### src/design/dsdt_pkg.sv
// shared types and constants for the disk seek distance timer
package dsdt_pkg;

	localparam int BLK_W  = 32;
	localparam int CYL_W  = 16;
	localparam int DIST_W = 4;
	localparam int TIME_W = 20;
	localparam int STEP_W = 16;
	localparam int IDX_W  = 3;

	localparam logic [DIST_W-1:0] DIST_LIMIT = 4'd10;

	// configuration register indexes
	localparam logic [IDX_W-1:0] REG_MOUNTED  = 3'd0;
	localparam logic [IDX_W-1:0] REG_TOTAL    = 3'd1;
	localparam logic [IDX_W-1:0] REG_SPT      = 3'd2;
	localparam logic [IDX_W-1:0] REG_SURFACES = 3'd3;
	localparam logic [IDX_W-1:0] REG_CYLS     = 3'd4;
	localparam logic [IDX_W-1:0] REG_SEC_TIME = 3'd5;
	localparam logic [IDX_W-1:0] REG_TRK_TIME = 3'd6;

	// sequencing for a cylinder unit
	typedef struct packed {
		logic load;
		logic step;
	} cyl_ctrl_t;

endpackage

### src/design/dsdt_cyl_unit.sv
// bit-serial cylinder unit: block / (spt * surfaces) mod cylinders, one bit per stepped cycle
module dsdt_cyl_unit (
	input  logic                             clk,
	input  logic                             arst_n,
	input  dsdt_pkg::cyl_ctrl_t              ctrl,
	input  logic [dsdt_pkg::BLK_W-1:0]       dividend,
	input  logic [dsdt_pkg::CYL_W-1:0]       divisor,
	input  logic [dsdt_pkg::CYL_W-1:0]       modulus,
	output logic [dsdt_pkg::CYL_W-1:0]       cyl
);

	logic [dsdt_pkg::BLK_W-1:0] dvd_q;
	logic [dsdt_pkg::CYL_W-1:0] rem_q;
	logic [dsdt_pkg::CYL_W-1:0] mod_q;
	logic [dsdt_pkg::CYL_W:0]   trial;
	logic [dsdt_pkg::CYL_W:0]   macc;
	logic                       qbit;
	logic                       mbit;
	logic [dsdt_pkg::CYL_W-1:0] rem_nx;
	logic [dsdt_pkg::CYL_W-1:0] mod_nx;

	// restoring division step, quotient bit comes out msb first
	always_comb begin
		trial  = {rem_q, dvd_q[dsdt_pkg::BLK_W-1]};
		qbit   = trial >= {1'b0, divisor};
		rem_nx = qbit ? dsdt_pkg::CYL_W'(trial - {1'b0, divisor}) : trial[dsdt_pkg::CYL_W-1:0];
		// fold the quotient bit into the running modulo, stays below twice the modulus
		macc   = {mod_q, qbit};
		mbit   = macc >= {1'b0, modulus};
		mod_nx = mbit ? dsdt_pkg::CYL_W'(macc - {1'b0, modulus}) : macc[dsdt_pkg::CYL_W-1:0];
	end

	always_ff @(posedge clk or negedge arst_n) begin
		if (!arst_n) begin
			dvd_q <= '0;
			rem_q <= '0;
			mod_q <= '0;
		end else if (ctrl.load) begin
			dvd_q <= dividend;
			rem_q <= '0;
			mod_q <= '0;
		end else if (ctrl.step) begin
			dvd_q <= {dvd_q[dsdt_pkg::BLK_W-2:0], 1'b0};
			rem_q <= rem_nx;
			mod_q <= mod_nx;
		end
	end

	assign cyl = mod_q;

endmodule

### src/design/disk_seek_distance_timer_top.sv
// top level of the disk seek distance timer
// usage
//   s_* carries one request item: func (0 access and move head, 1 estimate) and a block
//   number. m_* returns one result item per request: ok, cylinder distance (clamped to
//   10) and access time. the cfg channel writes the seven disk geometry and timing
//   registers by index; cfg_ready is always high and indexes beyond 6 are dropped.
//   registers are to be written only while the block is idle; the block does not enforce it.
// timing
//   the cylinders of the requested block and of the block under the head are worked
//   out by two bit-serial divide/modulo units running side by side, one quotient bit per
//   cycle over the 32 bits of the block number. the accept edge loads both units; after
//   the serial steps the distance is registered, then the access time is written to
//   the output register. a new item is taken in the cycle after the previous result
//   has been loaded into the output register; no item is taken while one is in work.
// reset
//   arst_n clears the head position to block 0, loads the register defaults (not
//   mounted, one sector, one of each geometry count, zero times) and empties the output.
// stalls
//   a result waits in the output register while m_tready is low; the next item is still
//   accepted and worked on, and only its final write waits for the output to drain.
module disk_seek_distance_timer_top (
	input  logic        clk,
	input  logic        arst_n,
	// request items
	input  logic        s_tvalid,
	output logic        s_tready,
	input  logic [39:0] s_tdata,   // [0] func, [32:1] block_number, [39:33] zero
	// result items
	output logic        m_tvalid,
	input  logic        m_tready,
	output logic [31:0] m_tdata,   // [0] ok, [4:1] cylinder_distance, [24:5] access_time, [31:25] zero
	// register writes
	input  logic        cfg_valid,
	output logic        cfg_ready,
	input  logic [2:0]  cfg_index,
	input  logic [31:0] cfg_data
);

	// sequencer states
	localparam logic [1:0] ST_IDLE = 2'd0;
	localparam logic [1:0] ST_RUN  = 2'd1;
	localparam logic [1:0] ST_DIST = 2'd2;
	localparam logic [1:0] ST_EMIT = 2'd3;

	logic [1:0] state_q;
	logic [4:0] cnt_q;

	// configuration registers
	logic                         mounted_q;
	logic [dsdt_pkg::BLK_W-1:0]   total_q;
	logic [7:0]                   spt_q;
	logic [7:0]                   surf_q;
	logic [dsdt_pkg::CYL_W-1:0]   cyls_q;
	logic [dsdt_pkg::STEP_W-1:0]  sec_time_q;
	logic [dsdt_pkg::STEP_W-1:0]  trk_time_q;

	// head position
	logic [dsdt_pkg::BLK_W-1:0]   cur_blk_q;

	// per item registers
	logic                         func_q;
	logic                         ok_q;
	logic [dsdt_pkg::BLK_W-1:0]   blk_q;
	logic [dsdt_pkg::CYL_W-1:0]   div_q;
	logic [dsdt_pkg::CYL_W-1:0]   mod_q;
	logic [dsdt_pkg::DIST_W-1:0]  dist_q;

	// output register
	logic        m_tvalid_q;
	logic [31:0] m_tdata_q;

	logic                         s_fire;
	logic                         emit_fire;
	logic                         keep;
	logic                         ok_in;
	logic [dsdt_pkg::BLK_W-1:0]   in_blk;
	logic [7:0]                   spt_nz;
	logic [7:0]                   surf_nz;
	logic [dsdt_pkg::CYL_W-1:0]   div_in;
	logic [dsdt_pkg::CYL_W-1:0]   mod_in;
	dsdt_pkg::cyl_ctrl_t          unit_ctrl;
	logic [dsdt_pkg::CYL_W-1:0]   cyl_req;
	logic [dsdt_pkg::CYL_W-1:0]   cyl_cur;
	logic [dsdt_pkg::CYL_W-1:0]   diff;
	logic [dsdt_pkg::DIST_W-1:0]  dist_nx;
	logic [dsdt_pkg::TIME_W-1:0]  time_nx;

	assign cfg_ready = 1'b1;
	assign s_tready  = (state_q == ST_IDLE);
	assign s_fire    = s_tvalid && s_tready;
	assign in_blk    = s_tdata[32:1];
	assign ok_in     = mounted_q && (in_blk < total_q);

	// a zero geometry count acts as one; floor(floor(b/x)/y) == floor(b/(x*y))
	assign spt_nz  = (spt_q == 8'd0) ? 8'd1 : spt_q;
	assign surf_nz = (surf_q == 8'd0) ? 8'd1 : surf_q;
	assign div_in  = dsdt_pkg::CYL_W'({8'd0, spt_nz} * {8'd0, surf_nz});
	assign mod_in  = (cyls_q == '0) ? dsdt_pkg::CYL_W'(1) : cyls_q;

	assign unit_ctrl.load = s_fire;
	assign unit_ctrl.step = (state_q == ST_RUN);

	// a failed access reports zero distance and zero time
	assign keep      = func_q || ok_q;
	assign emit_fire = (state_q == ST_EMIT) && (!m_tvalid_q || m_tready);

	// cylinder of the requested block
	dsdt_cyl_unit u_cyl_req (
		.clk      (clk),
		.arst_n   (arst_n),
		.ctrl     (unit_ctrl),
		.dividend (in_blk),
		.divisor  (div_q),
		.modulus  (mod_q),
		.cyl      (cyl_req)
	);

	// cylinder of the block under the head, recomputed since geometry may have changed
	dsdt_cyl_unit u_cyl_cur (
		.clk      (clk),
		.arst_n   (arst_n),
		.ctrl     (unit_ctrl),
		.dividend (cur_blk_q),
		.divisor  (div_q),
		.modulus  (mod_q),
		.cyl      (cyl_cur)
	);

	// absolute distance, clamped
	always_comb begin
		diff    = (cyl_cur > cyl_req) ? (cyl_cur - cyl_req) : (cyl_req - cyl_cur);
		dist_nx = (diff > dsdt_pkg::CYL_W'(dsdt_pkg::DIST_LIMIT)) ? dsdt_pkg::DIST_LIMIT :
			diff[dsdt_pkg::DIST_W-1:0];
	end

	// access time from the registered distance: 4 x 16 product, sector time at zero distance
	always_comb begin
		if (!keep) begin
			time_nx = '0;
		end else if (dist_q == '0) begin
			time_nx = dsdt_pkg::TIME_W'(sec_time_q);
		end else begin
			time_nx = dsdt_pkg::TIME_W'({16'd0, dist_q} * {4'd0, trk_time_q});
		end
	end

	// register writes
	always_ff @(posedge clk or negedge arst_n) begin
		if (!arst_n) begin
			mounted_q  <= 1'b0;
			total_q    <= 32'd1;
			spt_q      <= 8'd1;
			surf_q     <= 8'd1;
			cyls_q     <= 16'd1;
			sec_time_q <= '0;
			trk_time_q <= '0;
		end else if (cfg_valid && cfg_ready) begin
			unique case (cfg_index)
				dsdt_pkg::REG_MOUNTED:  mounted_q  <= cfg_data[0];
				dsdt_pkg::REG_TOTAL:    total_q    <= cfg_data;
				dsdt_pkg::REG_SPT:      spt_q      <= cfg_data[7:0];
				dsdt_pkg::REG_SURFACES: surf_q     <= cfg_data[7:0];
				dsdt_pkg::REG_CYLS:     cyls_q     <= cfg_data[15:0];
				dsdt_pkg::REG_SEC_TIME: sec_time_q <= cfg_data[15:0];
				dsdt_pkg::REG_TRK_TIME: trk_time_q <= cfg_data[15:0];
				default: ;
			endcase
		end
	end

	// sequencer
	always_ff @(posedge clk or negedge arst_n) begin
		if (!arst_n) begin
			state_q <= ST_IDLE;
			cnt_q   <= '0;
		end else begin
			unique case (state_q)
				ST_IDLE: begin
					if (s_fire) begin
						state_q <= ST_RUN;
						cnt_q   <= '0;
					end
				end
				ST_RUN: begin
					cnt_q <= cnt_q + 5'd1;
					if (cnt_q == 5'd31) begin
						state_q <= ST_DIST;
					end
				end
				ST_DIST: state_q <= ST_EMIT;
				ST_EMIT: begin
					if (emit_fire) begin
						state_q <= ST_IDLE;
					end
				end
				default: state_q <= ST_IDLE;
			endcase
		end
	end

	// per item capture
	always_ff @(posedge clk) begin
		if (s_fire) begin
			func_q <= s_tdata[0];
			ok_q   <= ok_in;
			blk_q  <= in_blk;
			div_q  <= div_in;
			mod_q  <= mod_in;
		end
		if (state_q == ST_DIST) begin
			dist_q <= keep ? dist_nx : '0;
		end
	end

	// head moves only on a successful access
	always_ff @(posedge clk or negedge arst_n) begin
		if (!arst_n) begin
			cur_blk_q <= '0;
		end else if (emit_fire && !func_q && ok_q) begin
			cur_blk_q <= blk_q;
		end
	end

	// output register
	always_ff @(posedge clk or negedge arst_n) begin
		if (!arst_n) begin
			m_tvalid_q <= 1'b0;
		end else if (emit_fire) begin
			m_tvalid_q <= 1'b1;
		end else if (m_tready) begin
			m_tvalid_q <= 1'b0;
		end
	end

	always_ff @(posedge clk) begin
		if (emit_fire) begin
			m_tdata_q <= {7'd0, time_nx, dist_q, ok_q};
		end
	end

	assign m_tvalid = m_tvalid_q;
	assign m_tdata  = m_tdata_q;

	// no second item is taken while one is being worked on
	a_one_in_flight: assert property (@(posedge clk) disable iff (!arst_n)
		s_fire |=> !s_tready)
		else $error("item accepted while the previous one is still in the serial units");

	// the head position changes only at the final write of a successful access
	a_head_move: assert property (@(posedge clk) disable iff (!arst_n)
		(cur_blk_q != $past(cur_blk_q)) |->
		($past(state_q == ST_EMIT) && $past(emit_fire) && $past(!func_q) && $past(ok_q)))
		else $error("head moved outside a successful access");

	// reported distance never exceeds the clamp
	a_dist_clamp: assert property (@(posedge clk) disable iff (!arst_n)
		m_tvalid |-> (m_tdata[4:1] <= dsdt_pkg::DIST_LIMIT))
		else $error("cylinder distance above the clamp");

	// a failed access reports no time
	a_fail_zero: assert property (@(posedge clk) disable iff (!arst_n)
		(emit_fire && !func_q && !ok_q) |=> (m_tdata[24:1] == 24'd0))
		else $error("failed access reports a nonzero distance or time");

endmodule
### config.mk
export PLATFORM = sky130hd
export DESIGN_NAME = disk_seek_distance_timer_top
export DESIGN_NICKNAME = d
export VERILOG_FILES = /design/src/design/dsdt_pkg.sv /design/src/design/dsdt_cyl_unit.sv /design/src/design/disk_seek_distance_timer_top.sv
export SDC_FILE = /design/constraint.sdc
export NUM_CORES = 1
export LEC_CHECK = 0
export ABC_AREA = 1
export ABC_CLOCK_PERIOD_IN_PS = 5100
export BUFFER_PORTS_ARGS = -buffer_cell sky130_fd_sc_hd__buf_2
export CAP_MARGIN = 5
export CORE_MARGIN = 2
export CORE_UTILIZATION = 40
export CTS_CLUSTER_DIAMETER = 60
export DETAILED_ROUTE_END_ITERATION = 16
export GPL_TIMING_DRIVEN = 0
export RECOVER_POWER = 25
export SYNTH_ARGS = -nofsm -noshare
export SYNTH_HDL_FRONTEND = slang
export SYNTH_SLANG_ARGS = --single-unit
### constraint.sdc
create_clock -name clk -period 5.1 [get_ports clk]
set_input_delay 0 -clock clk [delete_from_list [all_inputs] [get_ports clk]]
set_output_delay 0 -clock clk [all_outputs]
set_load 0.02 [all_outputs]
==> results.sh, run 1 <==
export IMPL_cp_top_family="adder cells"
export IMPL_hpwlAfterDp_um=49500
export IMPL_finalInstanceArea_um2=27900
export IMPL_first_global_vias=19300
export IMPL_syn_to_final_growth_pct=16.1
export IMPL_hp_start="s_tdata[0]"
export IMPL_drive_gt1_share_pct=7.19
export IMPL_cts_max_level=2
export IMPL_cap_violations=1
export IMPL_synth_edf_count=95
export IMPL_clkTransAtPathRegs_ns=0.06
export IMPL_drc_errors=0
export IMPL_crit_type="flip-flop to flip-flop"
export IMPL_r2r_start="spt_q[4]$_DFFE_PN0P_"
export IMPL_async_flop_share_pct=73.6
export IMPL_synth_warning_count=0
export IMPL_fmax_mhz=206
export IMPL_fin_setup_tns_ns=0
export IMPL_coreArea_um2=59100
export IMPL_cts_buffer_depth=3
export IMPL_grt_met1_usage_pct=28.7
export IMPL_p_switching_mw=8.01
export IMPL_met3_usage_pct=2.42
export IMPL_antenna_found_initial=0
export IMPL_tritoncts="built"
export IMPL_num_fill_cells=5758
export IMPL_ios=115
export IMPL_vias=19700
export IMPL_rows=89
export IMPL_worstMarginPinSlew_ns=4.03
export IMPL_drtAntennaViolNets=0
export IMPL_portBuffers=99
export IMPL_slowest_stage="fa_1"
export IMPL_synth_area_per_cell_um2=8.20
export IMPL_violations="capacitance limit, slew limit"
export IMPL_drtPass1Iterations=5
export IMPL_status="finished, violations left"
export IMPL_wl_per_cell_um=16.4
export IMPL_p_per_area_nw_per_um2=618
export IMPL_leakagePower_nw=14.0
export IMPL_die_area_um2=62000
export IMPL_placed_cell_area_um2=25600
export IMPL_critPathMaxFanout=8
export IMPL_switching_share_pct=46.5
export IMPL_numCtsBuffers=41
export IMPL_cp_required_ns=5.42
export IMPL_start_kind="flip-flop"
export IMPL_grt_max_degree=108
export IMPL_setup_viol=0
export IMPL_period_minus_slack_ns=4.86
export IMPL_slew_violations=65
export IMPL_vias_per_cell=4.96
export IMPL_ir_worst_vdd_uv=345
export IMPL_cts_num_sinks=360
export IMPL_place_gp_congestion=0.888
export IMPL_ys_types=56
export IMPL_final_hold_viol_count=0
export IMPL_multi_input_area_um2=12300
export IMPL_cp_num_buf_inv=4
export IMPL_syn_inst=2930
export IMPL_cp_cell_sequence="inv_1, nand4_1, nor4_4, o21ai_1, fa_1, fa_1, inv_1, fa_1, inv_1, fa_1, inv_1, ha_1, nand2_1, nor2_1, a21oi_2, o21ai_2, a21oi_1, nor2_1, nor2_1, xor2_1"
export IMPL_hp_class="input pin to flip-flop"
export IMPL_worst_clock_skew_ns=0.0228
export IMPL_crit_start="spt_q[4]$_DFFE_PN0P_"
export IMPL_nets=3510
export IMPL_holdWs_ns=0.146
export IMPL_ys_ff_latch=360
export IMPL_drtIter0Drc=1117
export IMPL_regArea_um2=9490
export IMPL_drt_total_wl_um=65200
export IMPL_syn_area_um2=24000
export IMPL_start_util_pct=40.6
export IMPL_grt_usage_pct=20.9
export IMPL_die_y_um=249
export IMPL_gr_total_overflow=0
export IMPL_pwr_share_seq_pct=26.7
export IMPL_arrival_ns=5.18
export IMPL_cp_slowest_stage_delay_ns=0.56
export IMPL_busiest_layer="met2"
export IMPL_grt_pass1_wl_um=104000
export IMPL_clkPwrFrac_pct=17.8
export IMPL_num_antenna_cells=0
export IMPL_use_met2_pct=34.9
export IMPL_synth_ff_type="dfrtp_1"
export IMPL_pwr_share_comb_pct=55.5
export IMPL_die_width_um=249
export IMPL_maxSlewHeadroom_pct=-169
export IMPL_min_period_over_period_pct=95.3
export IMPL_clkLatencyLatePin_ns=0.58
export IMPL_yosysSeqAreaShare_pct=39.5
export IMPL_cp_end_kind="flip-flop"
export IMPL_clk_root_buffer_cell="clkbuf_16"
export IMPL_p_int_mw=9.22
export IMPL_finalPower_mw=17.2
-- cell type report --
class | count | share of cell area, %
Multi-Input combinational cell | 1986 | 44.2
Sequential cell | 360 | 34.1
Inverter | 470 | 6.33
Timing Repair Buffer | 196 | 5.12
Clock buffer | 55 | 4.08
Tap cell | 773 | 3.47
Buffer | 113 | 1.80
Clock inverter | 21 | 0.988
-- Yosys cell counts, types with 3 or more instances --
cell | n | area (um^2)
nand2_4 | 4 | 45.0
nand2_2 | 12 | 75.1
nor2_1 | 141 | 529
buf_1 | 4 | 15.0
edfxtp_1 | 95 | 2850
o21bai_1 | 11 | 82.6
o221ai_1 | 33 | 289
a21o_1 | 17 | 128
dfrtp_1 | 261 | 6530
clkbuf_1 | 92 | 345
ha_1 | 192 | 2400
nand3_1 | 138 | 691
dfstp_2 | 4 | 105
nor4_1 | 10 | 62.6
a211oi_1 | 3 | 22.5
a31oi_1 | 5 | 31.3
nand4_1 | 19 | 119
inv_2 | 6 | 22.5
inv_1 | 463 | 1740
fa_1 | 70 | 1400
xnor2_1 | 38 | 333
o211ai_1 | 32 | 240
a21boi_0 | 4 | 30.0
nand2_1 | 765 | 2870
nor3_1 | 21 | 105
a21oi_1 | 159 | 796
xor2_1 | 37 | 324
o21ai_0 | 196 | 981
mux2_2 | 32 | 360
nand3b_1 | 4 | 30.0
buf_4 | 12 | 90.1
or2_2 | 4 | 25.0
buf_2 | 10 | 50.1
o21ai_1 | 9 | 45.0
-- worst register-to-register path, delay by kind of cell (launching register included) --
family                   cells  cell delay, ns
flip-flops                   1            0.47
buffers and inverters        4            0.26
XOR/XNOR                     1            0.13
AND/OR/NAND/NOR              6            0.84
adder cells (fa/ha/maj)      5            2.46
AO/OA/AOI/OAI                4            0.45
-- path summary, 6_finish.rpt --
kind | to | slack [ns] | cells past startpoint
setup / recovery | div_q[15]$_DFFE_PP_ | 0.24 | 20
max in group asynchronous | u_cyl_cur.dvd_q[29]$_DFFE_PN0P_ | 0.88 | 3
hold reg to reg | cur_blk_q[15]$_DFFE_PN0P_ | 0.47 | 1
min in group asynchronous | total_q[7]$_DFFE_PN0P_ | 1.90 | 3
setup reg to reg | div_q[15]$_DFFE_PP_ | 0.24 | 20
hold / removal | func_q$_DFFE_PP_ | 0.15 | 2
-- power by group through the flow --
| stage | clock network, mW | registers (mW) | logic, mW |
|---|---|---|---|
| finish | 3.06 | 4.60 | 9.56 |
| global route | 3.24 | 4.71 | 10.8 |
| CTS | 3.12 | 4.57 | 9.59 |
| detailed placement | 0 | 4.61 | 9.49 |
| global placement | 0 | 4.62 | 9.36 |
| floorplan | 0 | 4.54 | 7.01 |
-- placed cells by master, fill, tap and decap left out, types with 5 or more instances in the layout --
cell and n:
ha_1 192, buf_4 26, a21oi_1 155, a21o_1 17, clkbuf_8 5, buf_2 49
mux2_2 32, o221ai_1 33, nor2_1 140, clkbuf_16 41, nand4_1 19, a21oi_2 5
edfxtp_1 95, o21ai_0 193, nand2_2 12, dfrtp_1 257, nor4_1 9, conb_1 8
a31oi_1 5, inv_2 6, clkinv_1 6, nand3_1 138, fa_1 70, o21bai_1 11
clkbuf_1 151, nand2_1 765, xnor2_1 38, dlygate4sd3_1 79, o21ai_1 11, xor2_1 37
nor3_1 21, o211ai_1 32, inv_1 463
-- cells by family after synthesis --
group | count (synthesis) | share of synthesized area (%)
XOR/XNOR | 75 | 2.74
AND/OR/NAND/NOR | 1128 | 19.4
AO/OA/AOI/OAI | 481 | 11.4
adder cells (fa/ha/maj) | 262 | 15.8
multiplexers | 32 | 1.50
other | 2 | 0.0313
flip-flops | 360 | 39.5
buffers and inverters | 590 | 9.52
-- layer usage --
metal  vias to the layer above  wire, um  part of all wire [%]
li1                       9936         -                     -
met1                      9313     30500                    47
met2                       361     30500                    47
met3                        94      2290                   3.5
met4                         0      1900                   2.9
met5                         -         0                     0
-- per-stage QoR --
step	util (%)	instances	setup slack, ns
floorplan	-	2936	0.397
global placement	43.1	3808	-1.12
detailed placement	43.3	3812	-0.299
CTS	47.1	3967	0.00927
global route	47.1	3974	-0.0186
finish	47.1	3974	0.238
-- state kept, by name (all words and copies together), names as in the netlist, 25 cells and up --
register,flops
u_cyl_req.dvd_q,32
m_tdata,25
cur_blk_q,32
u_cyl_cur.dvd_q,32
total_q,32
blk_q,32
-- what timing repair did --
item | CTS | global route
hold buffers | 79 | 0
pin swaps | 0 | 2
buffers inserted | 0 | 14
gates resized for setup | 4 | 12
setup endpoints to repair | 4 | 5
hold endpoints to repair | 408 | 0
Note: power is estimated with default switching activity, not from simulation.
==> run 2: changes to the inputs <==
--- a/config.mk
+++ b/config.mk
@@ -10,10 +10,11 @@
 export BUFFER_PORTS_ARGS = -buffer_cell sky130_fd_sc_hd__buf_2
 export CAP_MARGIN = 5
 export CORE_MARGIN = 2
-export CORE_UTILIZATION = 40
+export CORE_UTILIZATION = 60
 export CTS_CLUSTER_DIAMETER = 60
 export DETAILED_ROUTE_END_ITERATION = 16
-export GPL_TIMING_DRIVEN = 0
+export GPL_TIMING_DRIVEN = 1
+export PLACE_DENSITY = 0.78
 export RECOVER_POWER = 25
 export SYNTH_ARGS = -nofsm -noshare
 export SYNTH_HDL_FRONTEND = slang
==> run 2 against run 1 <==
Against the previous run: the run still ends with capacitance limit, slew limit left; core utilization is 21 points higher; clock power increased by 4%; sequential power rose by 0.9%; power about the same; clock-buffer cell count grew 4; via count grew 3.8%; first-iteration DRC count up 52%; critical path depth unchanged; critical path type unchanged; critical endpoint unchanged; largest cell class unchanged.
==> results.sh, run 2 (synthesized netlist as in run 1, its figures left out) <==
export IMPL_min_period_over_period_pct=93.0
export IMPL_fmax_mhz=211
export IMPL_die_y_um=204
export IMPL_cap_violations=2
export IMPL_use_met2_pct=53.9
export IMPL_period_minus_slack_ns=4.74
export IMPL_setup_viol=0
export IMPL_drc_errors=0
export IMPL_start_kind="flip-flop"
export IMPL_cts_max_level=2
export IMPL_pwr_share_seq_pct=26.9
export IMPL_leakagePower_nw=13.9
export IMPL_vias_per_cell=5.65
export IMPL_dp_slack_ns=0.187
export IMPL_slowest_stage="fa_1"
export IMPL_cts_num_sinks=360
export IMPL_p_int_mw=9.22
export IMPL_worst_clock_skew_ns=0.0292
export IMPL_first_global_vias=20900
export IMPL_clkLatencyLatePin_ns=0.59
export IMPL_die_width_um=204
export IMPL_fin_setup_tns_ns=0
export IMPL_slew_violations=63
export IMPL_drtIter0Drc=1699
export IMPL_crit_type="flip-flop to flip-flop"
export IMPL_cp_num_buf_inv=4
export IMPL_syn_to_final_growth_pct=12.8
export IMPL_final_hold_viol_count=0
export IMPL_clk_root_buffer_cell="clkbuf_16"
export IMPL_p_switching_mw=8.01
export IMPL_gr_total_overflow=0
export IMPL_drtAntennaViolNets=0
export IMPL_start_util_pct=60.6
export IMPL_grt_max_degree=134
export IMPL_maxSlewHeadroom_pct=-33.3
export IMPL_finalPower_mw=17.2
export IMPL_coreArea_um2=39600
export IMPL_busiest_layer="met2"
export IMPL_holdWs_ns=0.132
export IMPL_cp_top_family="adder cells"
export IMPL_ios=115
export IMPL_p_per_area_nw_per_um2=636
export IMPL_clkPwrFrac_pct=18.5
export IMPL_nets=3402
export IMPL_violations="capacitance limit, slew limit"
export IMPL_switching_share_pct=46.5
export IMPL_cp_cell_sequence="inv_1, nand4_1, nor4_2, o21ai_0, fa_1, fa_1, inv_1, fa_1, inv_1, fa_1, inv_1, ha_1, nand2_1, nor2_1, a21oi_2, o21ai_1, a21oi_1, nor2_1, nor2_1, xor2_1"
export IMPL_grt_met1_usage_pct=41.4
export IMPL_antenna_found_initial=1
export IMPL_die_area_um2=41600
export IMPL_cp_required_ns=5.42
export IMPL_pwr_share_comb_pct=54.5
export IMPL_final_cell_mix="nand2_1, inv_1, dfrtp_1"
export IMPL_critPathMaxFanout=4
export IMPL_rows=73
export IMPL_numCtsBuffers=42
export IMPL_drt_total_wl_um=64800
export IMPL_final_common_cell="nand2_1"
export IMPL_ir_worst_vdd_uv=378
export IMPL_vias=20500
export IMPL_status="finished, violations left"
export IMPL_drive_gt1_share_pct=7.11
export IMPL_finalWorstSetupSlack_ns=0.355
export IMPL_cp_end_kind="flip-flop"
export IMPL_arrival_ns=5.06
export IMPL_wl_per_cell_um=17.9
export IMPL_met3_usage_pct=5.39
export IMPL_place_gp_congestion=0.952
export IMPL_grt_usage_pct=32.2
export IMPL_cts_setup_buffers=0
export IMPL_clkTransAtPathRegs_ns=0.06
export IMPL_hpwlAfterDp_um=44900
export IMPL_grt_pass1_wl_um=106000
export IMPL_portBuffers=99
export IMPL_tritoncts="built"
export IMPL_worstMarginPinSlew_ns=2.00
export IMPL_cp_slowest_stage_delay_ns=0.55
export IMPL_cts_buffer_depth=3
export IMPL_drtPass1Iterations=5
export IMPL_hp_class="input pin to flip-flop"
run 2: cell types whose count changed in the layout (fill, tap and decap cells not counted), moves of 5 or more:
cell	change
clkinv_1	-5
dlygate4sd3_1	-7
buf_2	-10
clkbuf_1	-83
run 2: per-layer routing:
layer  vias up  part of all wire [%]
li1       9696                     -
met1      9787                    42
met2       786                    48
met3       185                   6.2
met4         0                   4.1
met5         -                     0
run 2: final timing paths:
| check | from | end | slack [ns] | cells after the start |
|---|---|---|---|---|
| max | spt_q[3]$_DFFE_PN0P_ | div_q[15]$_DFFE_PP_ | 0.36 | 20 |
| min | s_tdata[0] | func_q$_DFFE_PP_ | 0.13 | 2 |
| max reg2reg | spt_q[3]$_DFFE_PN0P_ | div_q[15]$_DFFE_PP_ | 0.36 | 20 |
| min reg2reg | blk_q[16]$_DFFE_PP_ | cur_blk_q[16]$_DFFE_PN0P_ | 0.48 | 1 |
| max in group asynchronous | arst_n | u_cyl_cur.rem_q[2]$_DFFE_PN0P_ | 1.39 | 4 |
| min in group asynchronous | arst_n | u_cyl_req.cyl[10]$_DFFE_PN0P_ | 1.09 | 3 |
run 2: power groups by stage:
stage,clock network [mW],registers [mW],logic (mW)
2_1_floorplan,0,4.54,7.01
3_3_place_gp,0,4.62,8.93
3_5_place_dp,0,4.65,9.17
4_1_cts,3.21,4.61,9.30
5_1_grt,3.32,4.73,10.7
6_report,3.19,4.64,9.40
run 2: stage by stage:
step / area [um^2] / cells / utilization [%]
2_1_floorplan: 24000 / 2936 / -
3_3_place_gp: 24900 / 3468 / 62.9
3_5_place_dp: 24900 / 3468 / 62.9
4_1_cts: 27200 / 3619 / 68.5
5_1_grt: 27100 / 3620 / 68.3
6_report: 27100 / 3620 / 68.3
run 2: timing repair:
| action | in CTS | in global routing |
|---|---|---|
| setup endpoints to repair | 0 | 2 |
| hold buffers | 73 | 0 |
| hold endpoints to repair | 241 | 0 |
| resized for setup | 0 | 6 |
run 2: layout make-up:
type                            instances  area, um^2
Sequential cell                       360        9490
Clock buffer                           59        1230
Clock inverter                         19         275
Fill cell                            3120       12600
Multi-Input combinational cell       1986       12300
Timing Repair Buffer                  200        1370
Tap cell                              525         657
Inverter                              470        1770
Antenna cell                            1        2.50
